--- config.mk ---
export PLATFORM = sky130hd
export DESIGN_NAME = brtl_ctrl
export DESIGN_NICKNAME = d
export VERILOG_FILES = /design/src/rtl/bucketed_range_table_lookup_top_defines.svh /design/src/rtl/brtl_pkg.sv /design/src/rtl/brtl_ctrl.sv
export SDC_FILE = /design/constraint.sdc
export NUM_CORES = 1
export LEC_CHECK = 0
export ABC_AREA = 1
export BUFFER_PORTS_ARGS = -buffer_cell sky130_fd_sc_hd__buf_4
export CAP_MARGIN = 40
export CELL_PAD_IN_SITES_DETAIL_PLACEMENT = 2
export CELL_PAD_IN_SITES_GLOBAL_PLACEMENT = 2
export CORE_AREA = 2 2 39 41
export DETAILED_ROUTE_END_ITERATION = 8
export DIE_AREA = 0 0 41 43
export PLACE_DENSITY_LB_ADDON = 0.1
export SLEW_MARGIN = 20
export SYNTH_ARGS = -nofsm -noshare
export SYNTH_HDL_FRONTEND = slang
export SYNTH_SLANG_ARGS = --single-unit
--- constraint.sdc ---
create_clock -name aclk -period 1.9 [get_ports aclk]
set_input_delay 0.095 -clock aclk [delete_from_list [all_inputs] [get_ports aclk]]
set_output_delay 0.095 -clock aclk [all_outputs]
set_load 0.005 [all_outputs]
--- src/rtl/bucketed_range_table_lookup_top_defines.svh ---
// Assertion macros shared by the bucketed range table lookup RTL.
`ifndef BUCKETED_RANGE_TABLE_LOOKUP_TOP_DEFINES_SVH
`define BUCKETED_RANGE_TABLE_LOOKUP_TOP_DEFINES_SVH

// The consequent must hold in the same cycle as the antecedent.
`define BRTL_ASSERT_SAME(label, clk, rstn, ante, cons) \
    label: assert property (@(posedge clk) disable iff (!rstn) (ante) |-> (cons)) \
        else $error("%m: same-cycle check failed");

// The consequent must hold in the cycle after the antecedent.
`define BRTL_ASSERT_NEXT(label, clk, rstn, ante, cons) \
    label: assert property (@(posedge clk) disable iff (!rstn) (ante) |=> (cons)) \
        else $error("%m: next-cycle check failed");

`endif

--- src/rtl/brtl_pkg.sv ---
// Shared constants, types and helper functions for the bucketed range table lookup.
package brtl_pkg;

    // Default sizing of the table.
    localparam int DEF_BUCKET_COUNT = 256;
    localparam int DEF_BUCKET_DEPTH = 16;

    // Fixed field widths of the request and result channels.
    localparam int BUCKET_W = 8;
    localparam int LOOKUP_W = 32;
    localparam int REGION_W = 10;

    // Request kinds.
    localparam logic KIND_APPEND = 1'b0;
    localparam logic KIND_LOOKUP = 1'b1;

    // Index width for a store of n entries, never less than one bit.
    function automatic int idx_width(input int n);
        return (n > 1) ? $clog2(n) : 1;
    endfunction

    // Commands from the controller to the datapath.
    typedef struct packed {
        logic capture;
        logic load_fill;
        logic append;
        logic probe_issue;
        logic probe_cmp;
        logic out_load;
    } dp_cmd_t;

    // Status from the datapath to the controller.
    typedef struct packed {
        logic kind;
        logic cnt_zero;
        logic out_free;
    } dp_status_t;

endpackage

--- src/rtl/brtl_ctrl.sv ---
// Controller state machine that sequences appends and binary searches.
module brtl_ctrl (
    input  logic                  aclk,
    input  logic                  aresetn,
    input  logic                  s_valid,
    output logic                  s_ready,
    input  brtl_pkg::dp_status_t  status,
    output brtl_pkg::dp_cmd_t     cmd
);

    localparam logic [2:0] ST_IDLE    = 3'd0;
    localparam logic [2:0] ST_FILL    = 3'd1;
    localparam logic [2:0] ST_WRITE   = 3'd2;
    localparam logic [2:0] ST_SEARCH  = 3'd3;
    localparam logic [2:0] ST_COMPARE = 3'd4;
    localparam logic [2:0] ST_FINISH  = 3'd5;

    logic [2:0] state_reg;
    logic [2:0] state_next;

    // Next state and command decode.
    always_comb begin
        state_next = state_reg;
        cmd        = '0;
        case (state_reg)
            ST_IDLE: begin
                if (s_valid) begin
                    cmd.capture = 1'b1;
                    state_next  = ST_FILL;
                end
            end
            ST_FILL: begin
                cmd.load_fill = 1'b1;
                if (status.kind == brtl_pkg::KIND_APPEND) begin
                    state_next = ST_WRITE;
                end else begin
                    state_next = ST_SEARCH;
                end
            end
            ST_WRITE: begin
                cmd.append = 1'b1;
                state_next = ST_IDLE;
            end
            ST_SEARCH: begin
                if (status.cnt_zero) begin
                    state_next = ST_FINISH;
                end else begin
                    cmd.probe_issue = 1'b1;
                    state_next      = ST_COMPARE;
                end
            end
            ST_COMPARE: begin
                cmd.probe_cmp = 1'b1;
                state_next    = ST_SEARCH;
            end
            ST_FINISH: begin
                if (status.out_free) begin
                    cmd.out_load = 1'b1;
                    state_next   = ST_IDLE;
                end
            end
            default: begin
                state_next = ST_IDLE;
            end
        endcase
    end

    // State register.
    always_ff @(posedge aclk) begin
        if (!aresetn) begin
            state_reg <= ST_IDLE;
        end else begin
            state_reg <= state_next;
        end
    end

    assign s_ready = (state_reg == ST_IDLE);

endmodule

==> impl_metrics.toml <==
[drt]
post_drt_wl_per_cell_um = 10.4
viasPerCell = 4.12
drt_iter0_drc = 3
num_vias = 280
drc = 0
wirelength_um = 707
detail-route-antenna-nets = 0
firstDrtPassIters = 2

[yosys]
synth_top_area_share_pct = 27.6
ys_seq_area_share_pct = 27.6
post_synth_fa_ha_maj_area_fraction_pct = 0
netlist_top_cells_area = "dfxtp_1 28%, nand2_1 12%, nor2_1 12%, nand3_1 9.2%, nor3_1 6.9%"
synthesis.nets = 43
synth_warnings = 0
syn_area_per_cell_um2 = 5.88
synth_area_leader_cell = "dfxtp_1"
synthCells = 37
synthesis.area_um2 = 218
synthSimpleGateAreaFrac_pct = 54.6
synth_compound_area_share_pct = 2.30
synth_xor_area_share_pct = 0
synth.distinct_cells = 12
synth_top_family_by_area = "simple AND/OR/NAND/NOR gates"
ys_ff_latch = 3
synth.area.mux_share_pct = 0

[min_path]
hp-class = "primary input to flip-flop"

[die]
dieArea_um2 = 1760
io_pins = 13
std_cell_rows = 14
die_w_um = 41
die_h_um = 43
core_area_um2 = 1380
start_util_pct = 15.7

[timing]
fin_hold_ws_ps = 119
fin_crit_sh_pct = 63.5
fmax_mhz = 829
tns_ps = 0
period_needed_ps = 1210
layout_setup_ws_ps = 694
fin_worst_skew_ps = 1.95
setup_viol = 0
worst_pin_slew_ps = 283
hold_violations = 0
slew_violations = 0
maxSlewHeadroom_pct = 81.1
rsz0062_at_grt = "false"

[global_route]
track_usage_pct = 9.54
grt_max_degree = 9
grt_pass1_wl_um = 1100
grt-ovfl-total = 0
antenna_found_initial = 0
grt_pass1_vias = 274

[critical_path]
crit_path_end_kind = "output port"
crit_required_ps = 1800
worstSetupPathType = "flip-flop to output port"
arrival_ps = 1110
worstPathMaxFanout = 7
cp-start-kind = "flip-flop"

[cts]
post_cts_resized = 0
postCtsSetupBuffers = 0
cts_tree = "built"
cts-root-buf = "clkbuf_4"
ctsHoldBuffers = 0
numCtsBuffers = 3
htree_levels = 1
clk_path_buf_depth = 2
clk_pin_slew_ps = 30
clkSinkCount = 3
clk-insertion-delay-late_ps = 230

[final_layout]
diodes = 0
layout-area-overhead-vs-synth_pct = 57.5
drive_gt1_share_pct = 38.5
final_nets = 59
largest_reg_flops = 3
nFillCells = 182

[run_status]
status = "finished clean"

[place]
gp_congestion = 0.665
io_buffer_count = 12
hpwlAfterDp_um = 604
post-place-ws_ps = 757

[pwr]
irDropWorstVdd_uv = 310
power.leakage_nw = 0.177
power_density_nw_per_um2 = 1260

[run]
max_cap_violations = 0
## worst max-delay path, stage by stage (launching register included)
cell and delay [ps]:
dfxtp_1 370, nor2_2 160, inv_2 80, nor3_1 130, buf_4 130
## layout make-up
class                      count  area (um^2)  share of cell area, %
multi-input combinational     27          124                   36.1
timing repair buffer          12         90.1                   26.3
sequential                     3         60.1                   17.5
clock buffer                   4         26.3                   7.66
inverter                       6         22.5                   6.57
tap                           16         20.0                   5.84
## stage by stage
step	total power, mW	instances	cell area (um^2)	util (%)
finish	0.431	68	343	24.8
global route	0.477	68	343	24.8
CTS	0.445	68	343	24.8
detailed placement	0.331	64	317	22.9
global placement	0.328	64	317	22.9
floorplan	0.252	37	218	-
## metal layers
layer,vias to the layer above,GRT usage (%),share of wire [%]
met5,-,0,0
met4,0,6.00,0
met3,0,3.14,6.1
met1,127,11.9,45
met2,7,13.4,49
li1,146,-,-
## where the power goes
part	switching, mW	internal, mW
combinational	0.108	0.0978
sequential	0.0370	0.0810
clock	0.0292	0.0784
total	0.174	0.257
## synthesized netlist by cell type, drive strengths merged
master,count
nand2,8
buf,1
nor3,3
inv,6
a21oi,1
dfxtp,3
nand4,2
nor2,9
nand3,4
## worst paths after layout
check	from	cells past startpoint	to	slack, ps
worst max-delay path	state_reg[1]$_SDFFE_PN0P_	4	cmd[5]	690
worst min-delay path	aresetn	3	state_reg[0]$_SDFFE_PN0P_	120
worst max register to register	state_reg[0]$_SDFFE_PN0P_	7	state_reg[0]$_SDFFE_PN0P_	780
worst min register to register	state_reg[0]$_SDFFE_PN0P_	2	state_reg[0]$_SDFFE_PN0P_	590
## layout by cell type, fill, tap and decap left out
master and count:
a21oi_1 1, buf_4 12, clkbuf_1 1, clkbuf_4 3, dfxtp_1 3, inv_1 4, inv_2 2, nand2_1 7
nand2_2 1, nand3_1 4, nand4_1 2, nor2_1 7, nor2_2 2, nor3_1 3
## cell families after synthesis
family,count (synthesis)
AO/OA/AOI/OAI,1
buffers and inverters,7
flip-flops,3
AND/OR/NAND/NOR,26
Power figures use the tool's default switching activity.
